$ cat src/riff_wave_chunk_locator_core_macros.svh
// Assertion macros shared by the RIFF/WAVE chunk locator RTL.
`ifndef RIFF_WAVE_CHUNK_LOCATOR_CORE_MACROS_SVH
`define RIFF_WAVE_CHUNK_LOCATOR_CORE_MACROS_SVH

// Whenever the antecedent holds, the consequent must hold in the same cycle.
`define RWCL_ASSERT_IMPLY(label, ante, cons, msg) \
    label: assert property (@(posedge aclk) disable iff (!aresetn) (ante) |-> (cons)) \
        else $error(msg);

// Whenever the antecedent holds, the consequent must hold in the next cycle.
`define RWCL_ASSERT_NEXT(label, ante, cons, msg) \
    label: assert property (@(posedge aclk) disable iff (!aresetn) (ante) |=> (cons)) \
        else $error(msg);

`endif

$ cat src/rwcl_pkg.sv
// Types and constants of the RIFF/WAVE chunk locator.
`default_nettype none

package rwcl_pkg;

    localparam logic [31:0] TAG_RIFF = 32'h4646_4952;
    localparam logic [31:0] TAG_WAVE = 32'h4556_4157;
    localparam logic [31:0] TAG_FMT  = 32'h2074_6D66;
    localparam logic [31:0] TAG_DATA = 32'h6174_6164;

    localparam logic [31:0] FMT_MIN_LEN = 32'd14;

    localparam int POS_W = 34;

    // Configuration register indexes
    localparam logic CFG_WANT_FORMAT = 1'b0;
    localparam logic CFG_WANT_DATA   = 1'b1;

    typedef enum logic [3:0] {
        PH_HEADER = 4'b0001,
        PH_CHUNK  = 4'b0010,
        PH_SKIP   = 4'b0100,
        PH_DONE   = 4'b1000
    } phase_t;

    typedef enum logic [2:0] {
        ST_OK        = 3'd0,
        ST_NOT_RIFF  = 3'd1,
        ST_FMT_SHORT = 3'd2,
        ST_NOT_FOUND = 3'd3,
        ST_TRUNCATED = 3'd4
    } status_t;

    typedef struct packed {
        logic        fire;
        status_t     status;
        logic        format_found;
        logic [31:0] format_offset;
        logic        data_found;
        logic [31:0] data_offset;
        logic [31:0] data_size;
    } result_t;

endpackage

`default_nettype wire

$ cat src/rwcl_walker.sv
// Byte-at-a-time RIFF/WAVE header and chunk walker.
`default_nettype none

module rwcl_walker
    import rwcl_pkg::*;
(
    input  wire logic       aclk,
    input  wire logic       aresetn,
    input  wire logic       in_fire,
    input  wire logic [7:0] file_byte,
    input  wire logic       last_byte,
    input  wire logic       want_format,
    input  wire logic       want_data,
    output result_t         res
);

    phase_t             phase_reg,      phase_next;
    logic [POS_W-1:0]   pos_reg,        pos_next;
    logic [31:0]        ws_reg,         ws_next;
    logic [31:0]        tag_reg,        tag_next;
    logic [POS_W-1:0]   riff_end_reg,   riff_end_next;
    logic [POS_W-1:0]   skip_end_reg,   skip_end_next;
    logic [2:0]         hdr_cnt_reg,    hdr_cnt_next;
    logic               fmt_seen_reg,   fmt_seen_next;
    logic [31:0]        fmt_off_reg,    fmt_off_next;
    logic               data_seen_reg,  data_seen_next;
    logic [31:0]        data_off_reg,   data_off_next;
    logic [31:0]        data_size_reg,  data_size_next;

    logic [31:0]        ws_shift;
    logic [POS_W-1:0]   pos_inc;
    logic               decide;
    logic               start;
    status_t            st;

    always_comb begin
        ws_shift       = {file_byte, ws_reg[31:8]};
        pos_inc        = pos_reg + {{(POS_W-1){1'b0}}, 1'b1};
        phase_next     = phase_reg;
        pos_next       = pos_reg;
        ws_next        = ws_reg;
        tag_next       = tag_reg;
        riff_end_next  = riff_end_reg;
        skip_end_next  = skip_end_reg;
        hdr_cnt_next   = hdr_cnt_reg;
        fmt_seen_next  = fmt_seen_reg;
        fmt_off_next   = fmt_off_reg;
        data_seen_next = data_seen_reg;
        data_off_next  = data_off_reg;
        data_size_next = data_size_reg;
        decide         = 1'b0;
        start          = 1'b0;
        st             = ST_OK;

        if (phase_reg != PH_DONE) begin
            ws_next  = ws_shift;
            pos_next = pos_inc;
        end

        unique case (phase_reg)
            PH_HEADER: begin
                // Header bytes 0..11: RIFF tag, RIFF length, WAVE tag
                if (pos_reg[3:0] == 4'd3) begin
                    tag_next = ws_shift;
                end else if (pos_reg[3:0] == 4'd7) begin
                    riff_end_next = {2'b00, ws_shift} + POS_W'(8);
                end else if (pos_reg[3:0] == 4'd11) begin
                    if (ws_shift != TAG_WAVE || tag_reg != TAG_RIFF) begin
                        decide = 1'b1;
                        st     = ST_NOT_RIFF;
                    end else begin
                        start = 1'b1;
                    end
                end
            end
            PH_CHUNK: begin
                hdr_cnt_next = hdr_cnt_reg + 3'd1;
                if (hdr_cnt_reg == 3'd3) begin
                    tag_next = ws_shift;
                end else if (hdr_cnt_reg == 3'd7) begin
                    if (tag_reg == TAG_FMT && want_format && !fmt_seen_reg) begin
                        if (ws_shift < FMT_MIN_LEN) begin
                            decide = 1'b1;
                            st     = ST_FMT_SHORT;
                        end else begin
                            fmt_seen_next = 1'b1;
                            fmt_off_next  = pos_inc[31:0];
                            if (!want_data || data_seen_reg) begin
                                decide = 1'b1;
                            end
                        end
                    end else if (tag_reg == TAG_DATA && want_data && !data_seen_reg
                                 && ws_shift != 32'd0) begin
                        data_seen_next = 1'b1;
                        data_off_next  = pos_inc[31:0];
                        data_size_next = ws_shift;
                        if (!want_format || fmt_seen_reg) begin
                            decide = 1'b1;
                        end
                    end
                    if (!decide) begin
                        // Body padded to even length: len + (len & 1)
                        phase_next    = PH_SKIP;
                        skip_end_next = pos_reg + {2'b00, ws_shift}
                                      + {{(POS_W-1){1'b0}}, ws_shift[0]}
                                      + {{(POS_W-1){1'b0}}, 1'b1};
                        start         = (ws_shift == 32'd0);
                    end
                end
            end
            PH_SKIP: begin
                start = (pos_inc >= skip_end_reg);
            end
            PH_DONE: begin
            end
            default: begin
            end
        endcase

        // A new chunk header may begin only before the RIFF end
        if (start) begin
            if (pos_inc >= riff_end_next) begin
                decide = 1'b1;
                st     = ST_NOT_FOUND;
            end else begin
                phase_next   = PH_CHUNK;
                hdr_cnt_next = 3'd0;
            end
        end

        if (decide) begin
            phase_next = PH_DONE;
        end

        res.fire          = in_fire && (phase_reg != PH_DONE) && (decide || last_byte);
        res.status        = decide ? st : ST_TRUNCATED;
        res.format_found  = fmt_seen_next;
        res.format_offset = fmt_off_next;
        res.data_found    = data_seen_next;
        res.data_offset   = data_off_next;
        res.data_size     = data_size_next;

        if (last_byte) begin
            phase_next     = PH_HEADER;
            pos_next       = '0;
            ws_next        = '0;
            tag_next       = '0;
            riff_end_next  = '0;
            skip_end_next  = '0;
            hdr_cnt_next   = '0;
            fmt_seen_next  = 1'b0;
            fmt_off_next   = '0;
            data_seen_next = 1'b0;
            data_off_next  = '0;
            data_size_next = '0;
        end
    end

    always_ff @(posedge aclk) begin
        if (!aresetn) begin
            phase_reg     <= PH_HEADER;
            pos_reg       <= '0;
            ws_reg        <= '0;
            tag_reg       <= '0;
            riff_end_reg  <= '0;
            skip_end_reg  <= '0;
            hdr_cnt_reg   <= '0;
            fmt_seen_reg  <= 1'b0;
            fmt_off_reg   <= '0;
            data_seen_reg <= 1'b0;
            data_off_reg  <= '0;
            data_size_reg <= '0;
        end else if (in_fire) begin
            phase_reg     <= phase_next;
            pos_reg       <= pos_next;
            ws_reg        <= ws_next;
            tag_reg       <= tag_next;
            riff_end_reg  <= riff_end_next;
            skip_end_reg  <= skip_end_next;
            hdr_cnt_reg   <= hdr_cnt_next;
            fmt_seen_reg  <= fmt_seen_next;
            fmt_off_reg   <= fmt_off_next;
            data_seen_reg <= data_seen_next;
            data_off_reg  <= data_off_next;
            data_size_reg <= data_size_next;
        end
    end

endmodule

`default_nettype wire

$ cat src/riff_wave_chunk_locator_core.sv
// Top level of the RIFF/WAVE chunk locator: channels, configuration and result register.
//
// Usage: stream a WAV file in on the s_ channel, one byte per item, with
// s_last_byte set on the final byte. The block checks the RIFF/WAVE tags, walks
// the chunk headers and gives at most one result item per file on the m_
// channel: a status plus the fmt body offset and the data body offset and size.
// The deciding byte's result appears on m_ in the cycle after the byte is
// accepted. Throughput: one byte per cycle while s_ready is high, set by the
// walker's single registered next-state pass (a 34-bit add and compare per
// byte). Bytes after the decision are taken at full rate and dropped up to the
// last byte; the last byte clears the parse state for the next file.
// Stall: the result sits in an output register; s_ready drops for as long as
// a result waits there with m_ready low, whether or not the next byte would
// decide, and rises again in the cycle that m_ready takes the result.
// Configuration: cfg_index 0 is want_format, 1 is want_data; both reset to 1.
// cfg_ready is always high. Reset (aresetn low, synchronous) clears the parse
// state and the output valid flag and sets both want registers to 1.
`default_nettype none

module riff_wave_chunk_locator_core
    import rwcl_pkg::*;
(
    input  wire logic        aclk,
    input  wire logic        aresetn,
    // byte stream in
    input  wire logic        s_valid,
    output logic             s_ready,
    input  wire logic [7:0]  s_file_byte,
    input  wire logic        s_last_byte,
    // result out
    output logic             m_valid,
    input  wire logic        m_ready,
    output logic [2:0]       m_status,
    output logic             m_format_found,
    output logic [31:0]      m_format_offset,
    output logic             m_data_found,
    output logic [31:0]      m_data_offset,
    output logic [31:0]      m_data_size,
    // configuration writes
    input  wire logic        cfg_valid,
    output logic             cfg_ready,
    input  wire logic        cfg_index,
    input  wire logic        cfg_data
);

`include "riff_wave_chunk_locator_core_macros.svh"

    logic    want_format_reg;
    logic    want_data_reg;
    logic    in_fire;
    result_t res;
    logic    m_valid_reg;
    result_t out_reg;

    // Configuration writes land at once; nothing to stall on
    assign cfg_ready = 1'b1;

    always_ff @(posedge aclk) begin
        if (!aresetn) begin
            want_format_reg <= 1'b1;
            want_data_reg   <= 1'b1;
        end else if (cfg_valid && cfg_ready) begin
            unique case (cfg_index)
                CFG_WANT_FORMAT: want_format_reg <= cfg_data;
                CFG_WANT_DATA:   want_data_reg   <= cfg_data;
                default: begin
                end
            endcase
        end
    end

    // Hold input only when a pending result cannot drain this cycle
    assign s_ready = !m_valid_reg || m_ready;
    assign in_fire = s_valid && s_ready;

    rwcl_walker u_walker (
        .aclk        (aclk),
        .aresetn     (aresetn),
        .in_fire     (in_fire),
        .file_byte   (s_file_byte),
        .last_byte   (s_last_byte),
        .want_format (want_format_reg),
        .want_data   (want_data_reg),
        .res         (res)
    );

    // Result register: load on a deciding or last byte, drop once taken
    always_ff @(posedge aclk) begin
        if (!aresetn) begin
            m_valid_reg <= 1'b0;
        end else if (res.fire) begin
            m_valid_reg <= 1'b1;
        end else if (m_ready) begin
            m_valid_reg <= 1'b0;
        end
    end

    always_ff @(posedge aclk) begin
        if (res.fire) begin
            out_reg <= res;
        end
    end

    assign m_valid         = m_valid_reg;
    assign m_status        = out_reg.status;
    assign m_format_found  = out_reg.format_found;
    assign m_format_offset = out_reg.format_offset;
    assign m_data_found    = out_reg.data_found;
    assign m_data_offset   = out_reg.data_offset;
    assign m_data_size     = out_reg.data_size;

    `RWCL_ASSERT_IMPLY(a_ready_when_empty, !m_valid_reg, s_ready, "input stalled with empty result register")
    `RWCL_ASSERT_NEXT(a_fire_loads_result, res.fire, m_valid_reg, "decided result not presented")
    `RWCL_ASSERT_IMPLY(a_ok_has_chunk, m_valid_reg && m_status == ST_OK, m_format_found || m_data_found, "ok status with nothing located")
    `RWCL_ASSERT_IMPLY(a_no_data_zero, m_valid_reg && !m_data_found, m_data_offset == 32'd0 && m_data_size == 32'd0, "data fields set without a data chunk")

endmodule

`default_nettype wire

$ cat config.mk
export PLATFORM = sky130hd
export DESIGN_NAME = riff_wave_chunk_locator_core
export DESIGN_NICKNAME = d
export VERILOG_FILES = /design/src/rwcl_pkg.sv /design/src/rwcl_walker.sv /design/src/riff_wave_chunk_locator_core.sv
export VERILOG_INCLUDE_DIRS = /design/src /design/src/src
export SDC_FILE = /design/constraint.sdc
export NUM_CORES = 1
export LEC_CHECK = 0
export ABC_CLOCK_PERIOD_IN_PS = 8700
export BUFFER_PORTS_ARGS = -buffer_cell sky130_fd_sc_hd__buf_2
export CORE_MARGIN = 3
export CORE_UTILIZATION = 55
export CTS_BUF_LIST = sky130_fd_sc_hd__clkbuf_8
export DETAILED_ROUTE_END_ITERATION = 12
export GPL_TIMING_DRIVEN = 0
export MAX_ROUTING_LAYER = met4
export PLACE_DENSITY = 0.72
export SYNTH_ARGS = -nofsm -noshare
export SYNTH_HDL_FRONTEND = slang
export SYNTH_SLANG_ARGS = --single-unit
$ cat constraint.sdc
create_clock -name aclk -period 8.7 [get_ports aclk]
set_input_delay 0.435 -clock aclk [delete_from_list [all_inputs] [get_ports aclk]]
set_output_delay 0.435 -clock aclk [all_outputs]
set_load 0.01 [all_outputs]
After elaboration in Yosys (flattened, before gate mapping)
Index checks and enable logic that the tools add are counted.

storage, ports and cells
  logic and storage cells = 175
  bits in registers = 375

operators by class
  reductions and logical operators = 30
  add/subtract/negate cells = 6
  muxes and demuxes = 97
  bitwise operators = 1
  $lt $le $gt $ge = 3
  equal/unequal tests = 17

operators by type and width
  operator               number
  $mux 32                23
  $mux 34                11
  $add 34x1->34 const B  2
  $ge 34x34->1           2
  $ne 32x31->1 const B   2
  $pmux 32 s2            1
  $mux 1                 38
  $mux 3                 12
  $add 34x1->34          1
  $add 34x32->34         1
  $add 32x4->33 const B  1
  $eq 32x30->1 const B   1
  $eq 32x31->1 const B   1
  $logic_not 32->1       1
  $lt 32x4->1 const B    1
  $mux 4                 8
  $reduce_bool 32->1     1
  $eq 4x2->1 const B     2
  $eq 4x3->1 const B     2
  $logic_and 1x1->1      8
  $reduce_bool 2->1      4
  $ne 3x2->1 const B     2
  $pmux 3 s2             1
  $reduce_and 2->1       3
  other kinds (16)       25

Logic depth before layout (Yosys ltp)
  depth after elaboration = 17
  depth in mapped cells = 18

Modules after synthesis
From an unflattened synthesis, not the netlist that was laid out.

second synthesis, totals
  cells, all modules = 2133
  area total of the unflattened synthesis = 18997.0 sq um

modules (own cells, without submodules)
  module                        seq. area each (sq um)  area each (sq um)  cells each  times used
  rwcl_walker                   5265.0                  15813.9            2016        1
  riff_wave_chunk_locator_core  3093.0                  3183.1             117         1

Least setup slack after synthesis
OpenSTA, ideal clock, no wires.

  path type = register -> register
  start point = register u_walker.pos_reg[0]
  end point = register out_reg (netlist bit m_data_found), enable pin
  setup slack = 1.669 ns
  period minus slack after synthesis = 7.031 ns
  stages on the path, launching flop included = 19
  required time = 8.204 ns
  arrival = 6.535 ns
  cells stage by stage = dfxtp_1 ha_1 nand3_1 nand2b_1 nor4_1 and4_1 clkbuf_1 nand3_1 xnor2_1 ha_1 nand4_1 nor4_1 nor4_1 o311ai_0 nand3_1 and4_4 buf_6 o21a_4 a21oi_2

RTL lines
  item                    RTL line                             source
  start, declared         rwcl_walker.sv:18                    logic [POS_W-1:0] pos_reg, pos_next;
  start signal, assigned  rwcl_walker.sv:175                   pos_reg <= pos_next;
  end signal, assigned    riff_wave_chunk_locator_core.sv:100  out_reg <= res;
  end, declared           riff_wave_chunk_locator_core.sv:53   result_t out_reg;

==> flow_results.xml <==
<?xml version="1.0" encoding="UTF-8"?>
<metrics>
  <group name="cts">
    <metric name="clock_tree.root_cell" unit="">clkbuf_8</metric>
    <metric name="cts_inserted_buffers" unit="">57</metric>
    <metric name="clock-sinks" unit="">367</metric>
    <metric name="cts_htree_levels" unit="">2</metric>
    <metric name="clk_latency" unit="ps">640</metric>
    <metric name="maximum_buffer_depth_of_the_clock_tree" unit="">3</metric>
    <metric name="number_of_gates_given_a_new_drive_strength_after_cts" unit="">0</metric>
    <metric name="tritoncts" unit="">built</metric>
    <metric name="cts_hold_buffers" unit="">0</metric>
    <metric name="clk_pin_slew" unit="ps">70</metric>
    <metric name="postCtsSetupBuffers" unit="">0</metric>
  </group>
  <group name="floorplanning">
    <metric name="std_cell_rows" unit="">67</metric>
    <metric name="fp.dieH" unit="um">191</metric>
    <metric name="initial_core_utilization" unit="%">56.1</metric>
    <metric name="design.die.area" unit="um2">36600</metric>
    <metric name="floorplan.die.width" unit="um">191</metric>
    <metric name="coreArea" unit="um2">33700</metric>
    <metric name="io_pins" unit="">120</metric>
  </group>
  <group name="route">
    <metric name="drt_pre_antenna_iters" unit="">6</metric>
    <metric name="routed-via-count" unit="">16700</metric>
    <metric name="drtAntennaViolNets" unit="">0</metric>
    <metric name="detail_route.wirelength" unit="um">58500</metric>
    <metric name="via_per_inst" unit="">6.07</metric>
    <metric name="post-route-drc-count" unit="">0</metric>
    <metric name="number_of_drc_violations_after_detailed_routing_iteration_0" unit="">1371</metric>
    <metric name="routed_wire_length_per_instance" unit="um">21.3</metric>
  </group>
  <group name="grt">
    <metric name="grt_first_pass_wirelength" unit="um">89100</metric>
    <metric name="grtUsageMet3" unit="%">5.48</metric>
    <metric name="largest_net_degree_at_the_start_of_global_routing" unit="">35</metric>
    <metric name="gr-usage-met2" unit="%">51.0</metric>
    <metric name="globalRouteTotalUtil" unit="%">32.7</metric>
    <metric name="grt_overflow" unit="">0</metric>
    <metric name="first_global_vias" unit="">15700</metric>
    <metric name="global_route.peak_usage_layer" unit="">met2</metric>
    <metric name="grtUsageMet1" unit="%">42.1</metric>
    <metric name="antenna_found_initial" unit="">0</metric>
  </group>
  <group name="cells_and_area">
    <metric name="diodes" unit="">0</metric>
    <metric name="final-instance-count-excl-fill" unit="">2745</metric>
    <metric name="area_growth" unit="%">13.8</metric>
    <metric name="postLayoutCoreUtil" unit="%">63.8</metric>
    <metric name="final_layout_size_suffix_gt1_share" unit="%">11.7</metric>
    <metric name="finish.net_count" unit="">2404</metric>
    <metric name="layout_commonest_cell" unit="">dfxtp_1</metric>
    <metric name="layout_common_cells" unit="">dfxtp_1, nor2_1, nand2_1</metric>
    <metric name="stdcell_area" unit="um2">21500</metric>
    <metric name="fillers" unit="">2891</metric>
  </group>
  <group name="critical_path">
    <metric name="required" unit="ps">9020</metric>
    <metric name="path_max_fanout" unit="">34</metric>
    <metric name="critical_path.endpoint_type" unit="">flop</metric>
    <metric name="cp.arrival" unit="ps">7770</metric>
    <metric name="startpoint_type" unit="">flop</metric>
    <metric name="crit_type" unit="">reg -&gt; reg</metric>
  </group>
  <group name="logic_synthesis">
    <metric name="ys_types" unit="">80</metric>
    <metric name="synth.area.top_cells" unit="">dfxtp_1, edfxtp_1, ha_1, a22oi_1, nor2_1</metric>
    <metric name="syn_avg_cell_area" unit="um2">9.13</metric>
    <metric name="yosysSeqAreaShare" unit="%">44.2</metric>
    <metric name="mappedNetlistArea" unit="um2">18900</metric>
    <metric name="synthesis.instances" unit="">2070</metric>
    <metric name="async_flop_share" unit="%">0</metric>
    <metric name="fraction_of_post_synthesis_cell_area_in_the_top_cell_type_by_area" unit="%">28.2</metric>
    <metric name="synthFlopType" unit="">dfxtp_1</metric>
    <metric name="ys_ff_latch" unit="">367</metric>
    <metric name="synth-edff-count" unit="">101</metric>
    <metric name="synth_area_leader_cell" unit="">dfxtp_1</metric>
    <metric name="yosys_warnings" unit="">0</metric>
    <metric name="net_count_after_synthesis" unit="">2225</metric>
  </group>
  <group name="timing">
    <metric name="finalSetupViolCount" unit="">0</metric>
    <metric name="post-route-period-util" unit="%">85.6</metric>
    <metric name="hold_violations" unit="">0</metric>
    <metric name="worst_slew_margin_rel" unit="%">17.0</metric>
    <metric name="worst_clock_skew" unit="ps">26.5</metric>
    <metric name="tightest_slew" unit="ps">1240</metric>
    <metric name="fmax" unit="MHz">134</metric>
    <metric name="period_minus_slack" unit="ps">7450</metric>
    <metric name="timing.final.max_slew_violations" unit="">0</metric>
    <metric name="unrepaired_setup_endpoints_after_global_routing" unit="">no</metric>
  </group>
  <group name="placed_design">
    <metric name="hpwl" unit="um">44300</metric>
    <metric name="buffer_ports.inserted" unit="">117</metric>
    <metric name="post_dp_cell_area" unit="um2">20100</metric>
    <metric name="global_placer_s_final_weighted_congestion" unit="">0.974</metric>
    <metric name="numPlacedInstances" unit="">2638</metric>
  </group>
  <group name="min_path">
    <metric name="hold_path_class" unit="">in -&gt; reg</metric>
  </group>
  <group name="run">
    <metric name="cap_viol_max_count" unit="">0</metric>
  </group>
  <group name="outcome">
    <metric name="status" unit="">finished clean</metric>
  </group>
  <group name="power">
    <metric name="p_per_area" unit="nW/um2">175</metric>
    <metric name="vdd.ir_drop.worst" unit="V">0.000136</metric>
    <metric name="leakage" unit="nW">8.31</metric>
  </group>
</metrics>
critical path: stages, from the launching register on:
cell and delay (ps):
dfxtp_1 620, ha_1 490, nand3_1 220, nand2b_1 350, nor4_1 620, and4_1 270
clkbuf_1 240, nand3_1 130, xnor2_1 680, ha_1 220, nand4_1 360, nor4_1 380
nor4_1 100, o311ai_0 650, nand3_1 230, and4_4 240, buf_6 140, o21a_4 250
a21oi_4 430, buf_12 250, buf_12 220
cell type report:
type,count,area (um2),share of cell area [%]
Multi-Input combinational cell,1494,9730,45.3
Buffer,129,513,2.39
Sequential cell,367,8360,38.9
Clock buffer,61,840,3.91
Inverter,80,300,1.40
Tap cell,448,561,2.61
Clock inverter,46,544,2.53
Timing Repair Buffer,120,646,3.00
cell families after synthesis:
kind of cell	share of synthesized area (%)
buffers and inverters	4.31
other	0.0199
AOI/OAI and AO/OA	17.5
muxes	3.53
and+or+nand+nor	17.5
xor gates and xnor gates	3.52
adders and majority gates	9.29
DFF	44.2
final timing paths:
path / from / end / slack [ps] / depth (start not counted)
max: u_walker.pos_reg[0]$_SDFFE_PN0P_ / m_format_offset[4]$_DFFE_PP_ / 1250 / 20
min: cfg_data / want_format_reg$_SDFFE_PN1P_ / 50 / 3
max reg2reg: u_walker.pos_reg[0]$_SDFFE_PN0P_ / m_format_offset[4]$_DFFE_PP_ / 1250 / 20
min reg2reg: u_walker.data_size_reg[5]$_SDFFE_PN0P_ / u_walker.data_size_reg[5]$_SDFFE_PN0P_ / 450 / 2
metrics by stage:
stage               hold slack [ps]  worst slack [ps]  setup TNS (ps)  total power (W)
floorplan                       420              1670               0          0.00195
global placement                432             -1520         -152470          0.00204
detailed placement              442              1410               0          0.00204
CTS                            25.9              1390               0          0.00377
global route                   48.7              1070               0          0.00387
finish                         45.4              1250               0          0.00375
cells in the mapped netlist, drive strengths merged (11+ instances only):
library cell	instances
dfxtp	266
nor2	254
nand2	214
a22oi	143
a21oi	140
ha	137
clkbuf	110
edfxtp	101
o21ai	99
inv	80
nand3	61
xnor2	55
mux2	45
nand4	29
a21o	27
nor3	26
nor4	21
xor2	21
buf	19
and4	18
and2	16
mux2i	16
a22o	15
and3	13
a211oi	11
layer usage:
layer  wire [um]  vias up  share of wire (%)
met2       26600      713                 45
met1       25000     7909                 43
met3        4470      179                7.6
met5           0        -                  0
li1            -     7849                  -
met4        2460        0                4.2
where the power goes:
part | total (W) | internal (W) | switching, W
clock network | 0.00174 | 0.00104 | 0.000703
logic | 0.000217 | 0.0000543 | 0.000163
registers | 0.00179 | 0.00178 | 0.0000109
(Power assumes the default switching activity.)
